`src/rtl/core/e2bmw_pkg.sv`:
```
package e2bmw_pkg;

  // words per indirect block are 256 << block size code
  localparam int unsigned BaseLog = 8;
  localparam logic [2:0] MaxLog = 3'd6;

  typedef enum logic [1:0] {
    REQ_LOAD_PTR     = 2'd0,
    REQ_LOAD_SECTORS = 2'd1,
    REQ_LOOKUP       = 2'd2,
    REQ_READ_RESP    = 2'd3
  } req_e;

  typedef enum logic [1:0] {
    STAT_OK         = 2'd0,
    STAT_ZERO_PTR   = 2'd1,
    STAT_PAST_END   = 2'd2,
    STAT_PAST_REACH = 2'd3
  } status_e;

  typedef enum logic {
    RES_READ_REQ = 1'b0,
    RES_DONE     = 1'b1
  } res_kind_e;

  typedef enum logic [1:0] {
    S_IDLE,
    S_LOOK,
    S_WALK
  } state_e;

  typedef struct packed {
    status_e     status;
    logic [31:0] phys_block;
    logic [13:0] read_index;
    logic [31:0] read_block;
  } result_t;

  typedef struct packed {
    res_kind_e kind;
    result_t   res;
  } out_t;

  function automatic out_t mk_done(logic [31:0] phys, status_e st);
    out_t o;
    o.kind = RES_DONE;
    o.res.read_block = 32'd0;
    o.res.read_index = 14'd0;
    o.res.phys_block = (st == STAT_OK) ? phys : 32'd0;
    o.res.status = st;
    return o;
  endfunction

  function automatic out_t mk_req(logic [31:0] blk, logic [13:0] idx);
    out_t o;
    o.kind = RES_READ_REQ;
    o.res.read_block = blk;
    o.res.read_index = idx;
    o.res.phys_block = 32'd0;
    o.res.status = STAT_OK;
    return o;
  endfunction

  // bit offset of the index digit for a given remaining level
  function automatic logic [4:0] level_shift(logic [1:0] lvl, logic [3:0] s);
    logic [4:0] sh;
    case (lvl)
      2'd0: sh = 5'd0;
      2'd1: sh = {1'b0, s};
      default: sh = {s, 1'b0};
    endcase
    return sh;
  endfunction

endpackage

```
`src/rtl/core/ext2_block_map_walker_unit.sv`:
```
// ext2 block map walker: maps a file's logical block to a physical block through
// the inode's direct pointers and single/double/triple indirect arrays. In a
// lookup the pointer table is a synchronous memory, so the chosen slot is read
// in the accept cycle and decoded in the next one, when no new request is taken.
// Each indirect level then costs one word-read request out and one read response
// back; the round trip time is set by the memory outside. Non-response requests
// arriving during a walk are accepted and dropped. The table carries one valid bit
// per slot, so it reads as zero after reset with no clearing pass.
module ext2_block_map_walker_unit #(
  parameter int DIRECT_SLOTS  = 12,
  parameter int POINTER_SLOTS = 15
) (
  input  logic         clk_i,
  input  logic         rst_ni,
  input  logic         cfg_we_i,
  input  logic [2:0]   cfg_wdata_i,    // block size code
  input  logic         s_axis_tvalid,
  output logic         s_axis_tready,
  // slot[3:0], pointer_value[35:4], sector_cnt[67:36], logical_block[99:68],
  // read_word[131:100], zero pad[135:132]
  input  logic [135:0] s_axis_tdata,
  input  logic [1:0]   s_axis_tuser,   // req_type
  output logic         m_axis_tvalid,
  input  logic         m_axis_tready,
  // rd_block[31:0], read_index[45:32], phys_block[77:46], status[79:78]
  output logic [79:0]  m_axis_tdata,
  output logic         m_axis_tuser    // result_kind
);

  localparam int AW = $clog2(POINTER_SLOTS);
  localparam logic [4:0] PointerSlots = 5'(POINTER_SLOTS);
  localparam logic [3:0] DirectSlots = 4'(DIRECT_SLOTS);
  localparam int ReachW = 44;

  // request fields
  e2bmw_pkg::req_e req;
  logic [3:0]  slot;
  logic [31:0] pointer_value, sector_cnt, logical_block, read_word;

  assign req           = e2bmw_pkg::req_e'(s_axis_tuser);
  assign slot          = s_axis_tdata[3:0];
  assign pointer_value = s_axis_tdata[35:4];
  assign sector_cnt    = s_axis_tdata[67:36];
  assign logical_block = s_axis_tdata[99:68];
  assign read_word     = s_axis_tdata[131:100];

  logic [2:0]  lbs_q;
  logic [31:0] sectors_q, sectors_d;
  logic [31:0] mem_q [POINTER_SLOTS];
  logic [POINTER_SLOTS-1:0] vld_q;
  logic [31:0] rd_data_q;
  logic        rd_ok_q;
  logic        rd_en, wr_en;

  e2bmw_pkg::state_e state_q, state_d;
  logic [1:0]  levels_q, levels_d;
  logic [31:0] resid_q, resid_d;
  logic        lk_early_q, lk_early_d;
  logic        lk_direct_q, lk_direct_d;
  e2bmw_pkg::status_e lk_status_q, lk_status_d;

  logic               out_valid_q, out_valid_d;
  e2bmw_pkg::out_t    out_q, out_d;

  logic s_acc;

  // block geometry
  logic [2:0]  eff_log;
  logic [3:0]  shift_s;
  logic [14:0] p15, mask15;
  logic [13:0] idx_mask;

  assign eff_log  = (lbs_q > e2bmw_pkg::MaxLog) ? e2bmw_pkg::MaxLog : lbs_q;
  assign shift_s  = 4'(e2bmw_pkg::BaseLog) + {1'b0, eff_log};
  assign p15      = 15'd1 << shift_s;
  assign mask15   = p15 - 15'd1;
  assign idx_mask = mask15[13:0];

  // lookup decode, done in the accept cycle
  logic [31:0] count, r;
  logic        past_end, is_direct, in_l0, in_l1, in_l2, in_table, slot_ok;
  logic [ReachW-1:0] re, p1, p2, p3, base, diff;
  logic [5:0]  sh3;
  logic [1:0]  level;
  logic [3:0]  root_slot, sel_slot;
  logic [AW-1:0] rd_addr;

  assign count     = sectors_q >> ({1'b0, eff_log} + 4'd1);
  assign past_end  = logical_block >= count;
  assign is_direct = logical_block < 32'(DIRECT_SLOTS);
  assign r         = logical_block - 32'(DIRECT_SLOTS);
  assign re        = {12'd0, r};
  assign sh3       = {2'b00, shift_s} + {1'b0, shift_s, 1'b0};
  assign p1        = 44'd1 << shift_s;
  assign p2        = 44'd1 << {shift_s, 1'b0};
  assign p3        = 44'd1 << sh3;
  // the level limits have disjoint bits, so the running sums are plain ORs
  assign in_l0     = re < p1;
  assign in_l1     = re < (p1 | p2);
  assign in_l2     = re < (p1 | p2 | p3);
  assign level     = in_l0 ? 2'd0 : (in_l1 ? 2'd1 : 2'd2);
  assign base      = in_l0 ? '0 : (in_l1 ? p1 : (p1 | p2));
  assign diff      = re - base;
  assign root_slot = DirectSlots + {2'b00, level};
  assign sel_slot  = is_direct ? logical_block[3:0] : root_slot;
  assign in_table  = {1'b0, sel_slot} < PointerSlots;
  assign rd_addr   = sel_slot[AW-1:0];
  assign slot_ok   = {1'b0, slot} < PointerSlots;

  // index digits for the walk
  logic [4:0]  look_sh, walk_sh;
  logic [1:0]  levels_dec;
  logic [13:0] look_idx, walk_idx;

  assign levels_dec = levels_q - 2'd1;
  assign look_sh    = e2bmw_pkg::level_shift(levels_q, shift_s);
  assign walk_sh    = e2bmw_pkg::level_shift(levels_dec, shift_s);
  assign look_idx   = 14'(resid_q >> look_sh) & idx_mask;
  assign walk_idx   = 14'(resid_q >> walk_sh) & idx_mask;

  assign s_axis_tready = (state_q != e2bmw_pkg::S_LOOK) && (!out_valid_q || m_axis_tready);
  assign s_acc         = s_axis_tvalid && s_axis_tready;

  always_comb begin
    state_d     = state_q;
    levels_d    = levels_q;
    resid_d     = resid_q;
    lk_early_d  = lk_early_q;
    lk_direct_d = lk_direct_q;
    lk_status_d = lk_status_q;
    sectors_d   = sectors_q;
    out_d       = out_q;
    out_valid_d = out_valid_q && !m_axis_tready;
    rd_en       = 1'b0;
    wr_en       = 1'b0;
    case (state_q)
      e2bmw_pkg::S_IDLE: begin
        if (s_acc) begin
          case (req)
            e2bmw_pkg::REQ_LOAD_PTR: wr_en = slot_ok;
            e2bmw_pkg::REQ_LOAD_SECTORS: sectors_d = sector_cnt;
            e2bmw_pkg::REQ_LOOKUP: begin
              rd_en       = 1'b1;
              lk_early_d  = past_end || (!is_direct && !in_l2);
              lk_status_d = past_end ? e2bmw_pkg::STAT_PAST_END
                                     : e2bmw_pkg::STAT_PAST_REACH;
              lk_direct_d = is_direct;
              levels_d    = level;
              resid_d     = diff[31:0];
              state_d     = e2bmw_pkg::S_LOOK;
            end
            default: ;
          endcase
        end
      end
      e2bmw_pkg::S_LOOK: begin
        out_valid_d = 1'b1;
        state_d     = e2bmw_pkg::S_IDLE;
        if (lk_early_q) begin
          out_d = e2bmw_pkg::mk_done(32'd0, lk_status_q);
        end else if (!rd_ok_q || rd_data_q == 32'd0) begin
          out_d = e2bmw_pkg::mk_done(32'd0, e2bmw_pkg::STAT_ZERO_PTR);
        end else if (lk_direct_q) begin
          out_d = e2bmw_pkg::mk_done(rd_data_q, e2bmw_pkg::STAT_OK);
        end else begin
          out_d   = e2bmw_pkg::mk_req(rd_data_q, look_idx);
          state_d = e2bmw_pkg::S_WALK;
        end
      end
      e2bmw_pkg::S_WALK: begin
        if (s_acc && req == e2bmw_pkg::REQ_READ_RESP) begin
          out_valid_d = 1'b1;
          if (read_word == 32'd0) begin
            out_d   = e2bmw_pkg::mk_done(32'd0, e2bmw_pkg::STAT_ZERO_PTR);
            state_d = e2bmw_pkg::S_IDLE;
          end else if (levels_q == 2'd0) begin
            out_d   = e2bmw_pkg::mk_done(read_word, e2bmw_pkg::STAT_OK);
            state_d = e2bmw_pkg::S_IDLE;
          end else begin
            out_d    = e2bmw_pkg::mk_req(read_word, walk_idx);
            levels_d = levels_dec;
          end
        end
      end
      default: state_d = e2bmw_pkg::S_IDLE;
    endcase
  end

  // pointer table
  always_ff @(posedge clk_i) begin
    if (wr_en) begin
      mem_q[slot[AW-1:0]] <= pointer_value;
    end
    if (rd_en) begin
      rd_data_q <= mem_q[rd_addr];
    end
  end

  always_ff @(posedge clk_i or negedge rst_ni) begin
    if (!rst_ni) begin
      vld_q   <= '0;
      rd_ok_q <= 1'b0;
    end else begin
      if (wr_en) begin
        vld_q[slot[AW-1:0]] <= 1'b1;
      end
      if (rd_en) begin
        rd_ok_q <= in_table && vld_q[rd_addr];
      end
    end
  end

  always_ff @(posedge clk_i or negedge rst_ni) begin
    if (!rst_ni) begin
      lbs_q       <= 3'd0;
      sectors_q   <= 32'd0;
      state_q     <= e2bmw_pkg::S_IDLE;
      levels_q    <= 2'd0;
      resid_q     <= 32'd0;
      lk_early_q  <= 1'b0;
      lk_direct_q <= 1'b0;
      lk_status_q <= e2bmw_pkg::STAT_OK;
      out_valid_q <= 1'b0;
    end else begin
      if (cfg_we_i) begin
        lbs_q <= cfg_wdata_i;
      end
      sectors_q   <= sectors_d;
      state_q     <= state_d;
      levels_q    <= levels_d;
      resid_q     <= resid_d;
      lk_early_q  <= lk_early_d;
      lk_direct_q <= lk_direct_d;
      lk_status_q <= lk_status_d;
      out_valid_q <= out_valid_d;
    end
  end

  always_ff @(posedge clk_i) begin
    out_q <= out_d;
  end

  assign m_axis_tvalid = out_valid_q;
  assign m_axis_tdata  = out_q.res;
  assign m_axis_tuser  = out_q.kind;

  // a lookup always moves to the decode cycle
  a_lookup_to_look: assert property (@(posedge clk_i) disable iff (!rst_ni)
    (state_q == e2bmw_pkg::S_IDLE && s_acc && req == e2bmw_pkg::REQ_LOOKUP)
    |=> state_q == e2bmw_pkg::S_LOOK)
    else $error("lookup did not enter decode");

  // decode writes the output register, which must be free then
  a_look_out_free: assert property (@(posedge clk_i) disable iff (!rst_ni)
    state_q == e2bmw_pkg::S_LOOK |-> !out_valid_q)
    else $error("output busy during decode");

  // a response during a walk always yields a result
  a_resp_result: assert property (@(posedge clk_i) disable iff (!rst_ni)
    (state_q == e2bmw_pkg::S_WALK && s_acc && req == e2bmw_pkg::REQ_READ_RESP)
    |=> out_valid_q)
    else $error("response produced no result");

  // at most two levels remain below the root
  a_levels_range: assert property (@(posedge clk_i) disable iff (!rst_ni)
    state_q == e2bmw_pkg::S_WALK |-> levels_q != 2'd3)
    else $error("walk level out of range");

  // a walk only starts from a read request
  a_walk_entry: assert property (@(posedge clk_i) disable iff (!rst_ni)
    (state_q == e2bmw_pkg::S_LOOK && state_d == e2bmw_pkg::S_WALK)
    |=> (out_valid_q && out_q.kind == e2bmw_pkg::RES_READ_REQ))
    else $error("walk entered without a read request");

endmodule
```
`config.mk`:
```
export PLATFORM = sky130hd
export DESIGN_NAME = ext2_block_map_walker_unit
export DESIGN_NICKNAME = d
export VERILOG_FILES = /design/src/rtl/core/e2bmw_pkg.sv /design/src/rtl/core/ext2_block_map_walker_unit.sv
export SDC_FILE = /design/constraint.sdc
export NUM_CORES = 1
export LEC_CHECK = 0
export ABC_AREA = 1
export BUFFER_PORTS_ARGS = -buffer_cell sky130_fd_sc_hd__buf_2
export CAP_MARGIN = 10
export CELL_PAD_IN_SITES_DETAIL_PLACEMENT = 0
export CELL_PAD_IN_SITES_GLOBAL_PLACEMENT = 2
export CORE_AREA = 8 8 324 326
export CTS_BUF_LIST = sky130_fd_sc_hd__clkbuf_8
export DETAILED_ROUTE_END_ITERATION = 12
export DIE_AREA = 0 0 332 334
export PLACE_DENSITY_LB_ADDON = 0.1
export SYNTH_ARGS = -nofsm -noshare
export SYNTH_HDL_FRONTEND = slang
export SYNTH_SLANG_ARGS = --single-unit
```
`constraint.sdc`:
```
create_clock -name clk_i -period 6.1 [get_ports clk_i]
set_clock_uncertainty 0.05 [all_clocks]
set_input_delay 0.305 -clock clk_i [delete_from_list [all_inputs] [get_ports clk_i]]
set_output_delay 0.305 -clock clk_i [all_outputs]
set_load 0.05 [all_outputs]
```
==> results.md <==
Outcome:
- The run finished with clean final reports.

Timing:
- The final hold violation count is 0.
- For the pin with the worst max-slew slack, the measured transition is 1120 ps.
- The highest attainable clock frequency is 184 MHz.
- Setup repair after global routing left no endpoint under its margin.
- In the final timing run, aggregate negative setup slack is 0 ps.
- Of the available clock period, the critical path in the final layout requires 0.892.
- The final setup violation count is 0.
- The final-report max-slew violation count was 0.
- The worst pin sits at a relative slew slack of 0.252.
- The worst setup margin is 658 ps.
- The worst path needs 5440 ps of the cycle, external delays included.
- The worst hold margin is 86.5 ps.

Critical path:
- In this run the critical register-to-register path is launched from lbs_q[1].
- The cell with the largest stage delay on the worst path is sky130_fd_sc_hd__dfrtp_1.
- The buffering stage count on the worst path with inverters included is 7.
- The critical path starts at lbs_q[1].
- For this run, the slowest stage of the critical path takes 470 ps.
- The worst-path maximum fanout is 8.
- The cell family contributing the most delay on the critical path is simple AND/OR/NAND/NOR gates.
- Data on the critical path is required at its endpoint by 6760 ps.
- In this run the register-to-register setup slack is 660 ps.
- The type of element launching the critical path is a register.
- The arrival time reported for the critical path endpoint is 6100 ps.
- STA classifies the critical path endpoint as a register.
- The kind of critical path is reg -> reg.
- The library cell appearing most often on the critical path is sky130_fd_sc_hd__nand2_1.

Pwr:
- Of the total power, the share spent switching nets is 0.407.
- In this run the static leakage power is 17.5 nW.
- Of the total power, the clock network draws 0.264.
- The analysis attributes to net switching a power of 6.53 mW.
- The design internal power is 9.53 mW.
- The share of total power dissipated in sequential elements is 0.377.
- The total chip power is 16.1 mW.
- The worst-case vdd ir drop is 0.000256 V.
- The share of total power dissipated in combinational logic is 0.358.
- In this run the power density over the cells is 382 nW/um^2.

Place:
- The HPWL after detailed placement is 83.1 mm.
- At the end of routability-driven placement, the weighted congestion stood at 0.890.
- In this run the tool buffered the top-level ports with 223 buffer cells.
- OpenSTA, run right after detailed placement, puts the worst setup slack at 430 ps.
- Once placement finished, the instance area stood at 38500 um^2.

Detailed routing:
- The iteration count of the initial detailed-routing pass is 5.
- The total wirelength of the detailed-routed design is 122 mm.
- After detailed routing, the average wire length per cell comes to 21.6 um.
- For this block, the initial DRC count from the detailed router was 2023.
- The count of nets left with antenna violations once routing finished came out at 0.
- The post-detailed-route DRC marker count is 0.
- Dividing the detail-routed via count by the number of cells gives 5.00.
- The total via count after detailed routing is 28209.

Global routing:
- The maximum number of pins on one net before global-route repair is 77.
- The first-pass GRT wire length is 182 mm.
- The initial antenna violation count is 5.
- The overall track demand over capacity in global routing is 0.215.
- The total congestion overflow after global routing is 0.
- The number of global-route vias before repair was 27996.

Synth:
- The count of distinct cell types in the synthesized netlist is 59.
- After synthesis, the most frequently instantiated cells are sky130_fd_sc_hd__nand2_1, sky130_fd_sc_hd__edfxtp_1, sky130_fd_sc_hd__inv_1, sky130_fd_sc_hd__o21ai_0, sky130_fd_sc_hd__nor2_1.
- The synthesized netlist cell count is 3881.
- The synthesized flop and latch total is 684.
- For this run, asynchronously set or reset flops after synthesis account for 0.133.
- The synthesized area per cell is 9.17 um^2.
- The most common flop cell mapped by yosys is sky130_fd_sc_hd__edfxtp_1.
- sky130_fd_sc_hd__edfxtp_1 takes more of the synthesized area than any other cell.
- The number of nets in the synthesized netlist is 4130.
- For this run, the number of Yosys warnings is 0.
- The synthesized design contains 593 enable-type register cells.
- The sequential element share of the synthesized area is 0.564.
- The area share of the largest cell type after synthesis is 0.500.
- Yosys attributes the largest share of cell area to sky130_fd_sc_hd__edfxtp_1, sky130_fd_sc_hd__nand2_1, sky130_fd_sc_hd__dfrtp_1.
- The most repeated cell in the gate-level netlist after synthesis is sky130_fd_sc_hd__nand2_1.
- The post-synthesis instance area is 35600 um^2.

Layout:
- The area added between synthesis and finish is 18.0%.
- In the final layout, the share of cells above drive strength 1 is 0.129.
- The final standard cell area without fillers is 42000 um^2.
- The final layout contains 4494 nets.

Min path:
- The worst hold path begins at s_axis_tdata[114].
- The classification of the worst-slack hold path is in -> reg.

Clock network:
- In this run, CTS created clock tree buffers numbering 120.
- Counting along the longest clock path gives a buffer depth of 3.
- The tree built by TritonCTS fans out to 684 sinks.
- TritonCTS built the clock tree.
- The clock slew at the register clock pins of the worst setup and hold paths is 70 ps.
- The tree is rooted in a sky130_fd_sc_hd__clkbuf_8.
- The clock reaches the later pin of the worst-skew pair after 790 ps.
- The H-tree generated during clock tree synthesis spans 3 levels.

Job:
- Max-cap violations in this run came to 0.

Floorplanning:
- The floorplan has 116 rows.
- The core region is 99600 um^2.
- The initial utilization of the core area, before any placement, comes to 0.357.
- The die covers 111000 um^2.
- The die is 332 um wide.
- The floorplan step set the die height to 334 um.
- The I/O pin count is 229.
final timing paths:
check                              endpoint  cells after the start
max                             resid_q[28]                     35
min                        m_axis_tdata[60]                      3
max reg2reg                     resid_q[28]                     35
min reg2reg                  lk_status_q[1]                      2
max in group asynchronous    lk_status_q[1]                      4
min in group asynchronous        state_q[0]                      3
cell type report:
cell class                      instances  area, um^2
Fill cell                            9968       57600
Multi-Input combinational cell       2568       13200
Tap cell                             1298        1620
Inverter                              444        1670
Sequential cell                       684       20100
Timing Repair Buffer                  427        3040
Clock inverter                         98         741
Antenna cell                            2        5.00
Clock buffer                          120        1650
cells by family after synthesis:
family	synth area share
and+or+nand+nor	0.195
xor gates and xnor gates	0.00492
adders and majority gates	0.0364
buffers and inverters	0.0719
DFF	0.564
AOI/OAI and AO/OA	0.117
muxes	0.0101
what timing repair did:
item	CTS	global route
setup endpoints to repair	0	8
hold endpoints to repair	621	0
buffers inserted	0	0
hold buffers	111	0
gates resized for setup	0	5
metal layers:
layer / global-route usage / vias up / wire (um)
met5: 0 / - / 23
met4: 0.0716 / 4 / 4100
met3: 0.0380 / 208 / 5780
met2: 0.360 / 697 / 57300
met1: 0.281 / 13334 / 54500
li1: - / 13966 / -
placed cells by master (no fill, tap or decap), types with 4 or more instances in the layout:
cell                            netlist  layout
sky130_fd_sc_hd__buf_2               51     222
sky130_fd_sc_hd__inv_1              432     454
sky130_fd_sc_hd__edfxtp_1           593     593
sky130_fd_sc_hd__ha_1               102     102
sky130_fd_sc_hd__nand2_1           1003    1000
sky130_fd_sc_hd__a211oi_1             8       8
sky130_fd_sc_hd__o21ai_1             82      83
sky130_fd_sc_hd__nand3b_1             4       4
sky130_fd_sc_hd__nor4_1              20      19
sky130_fd_sc_hd__mux2i_1             28      28
sky130_fd_sc_hd__inv_2                5       7
sky130_fd_sc_hd__bufinv_16            0       9
sky130_fd_sc_hd__clkinv_2             1      12
sky130_fd_sc_hd__nor2_1             308     288
sky130_fd_sc_hd__nor2_2               8       7
sky130_fd_sc_hd__or2_2               16      16
sky130_fd_sc_hd__clkinv_1             6      50
sky130_fd_sc_hd__xnor2_1              6       6
sky130_fd_sc_hd__nand4_1             37      37
sky130_fd_sc_hd__nand2_2             13      13
sky130_fd_sc_hd__o211ai_1            82      82
sky130_fd_sc_hd__mux2_2               7       7
sky130_fd_sc_hd__buf_4               13      85
sky130_fd_sc_hd__dfrtp_1             91      90
sky130_fd_sc_hd__nand3_1            223     222
sky130_fd_sc_hd__a31oi_1             14      14
sky130_fd_sc_hd__clkbuf_8             0     120
sky130_fd_sc_hd__buf_12               0       9
sky130_fd_sc_hd__o31ai_1              4       4
sky130_fd_sc_hd__nor2_4               4      25
sky130_fd_sc_hd__a21oi_1            116     115
sky130_fd_sc_hd__o21ai_0            332     330
sky130_fd_sc_hd__xor2_1              14      14
sky130_fd_sc_hd__nor3_1              17      17
sky130_fd_sc_hd__o22ai_1             76      73
sky130_fd_sc_hd__o221ai_1             4       4
sky130_fd_sc_hd__dlygate4sd3_1        0     111
sky130_fd_sc_hd__o21bai_1             6       6
worst reg2reg max path, delay by kind of cell (launching register included):
kind,cells,cell delay [ps]
AND/OR/NAND/NOR,19,1970
AO/OA/AOI/OAI,6,1100
adder cells (fa/ha/maj),3,910
buffers and inverters,7,850
flip-flops,1,470
stage by stage:
stage	std cells	util
2_1_floorplan	3881	-
3_3_place_gp	5310	0.387
3_5_place_dp	5310	0.387
4_1_cts	5639	0.422
5_1_grt	5640	0.422
6_report	5641	0.422
sequential cells by signal (all words and copies together) (netlist names), 2 cells and up:
signal,count
rd_data_q,32
resid_q,32
m_axis_tdata,80
mem_q,480
lbs_q,3
state_q,2
levels_q,2
vld_q,15
lk_status_q,2
sectors_q,31
power by group through the flow:
stage | registers (mW) | logic (mW) | clock network [mW]
final | 6.06 | 5.75 | 4.24
after global routing | 6.12 | 6.33 | 4.56
after CTS | 6.07 | 5.78 | 4.38
after detailed placement | 6.16 | 5.69 | 0
after global placement | 6.15 | 5.73 | 0
after floorplan | 7.07 | 2.88 | 0
Note: power is estimated with default switching activity, not from simulation.
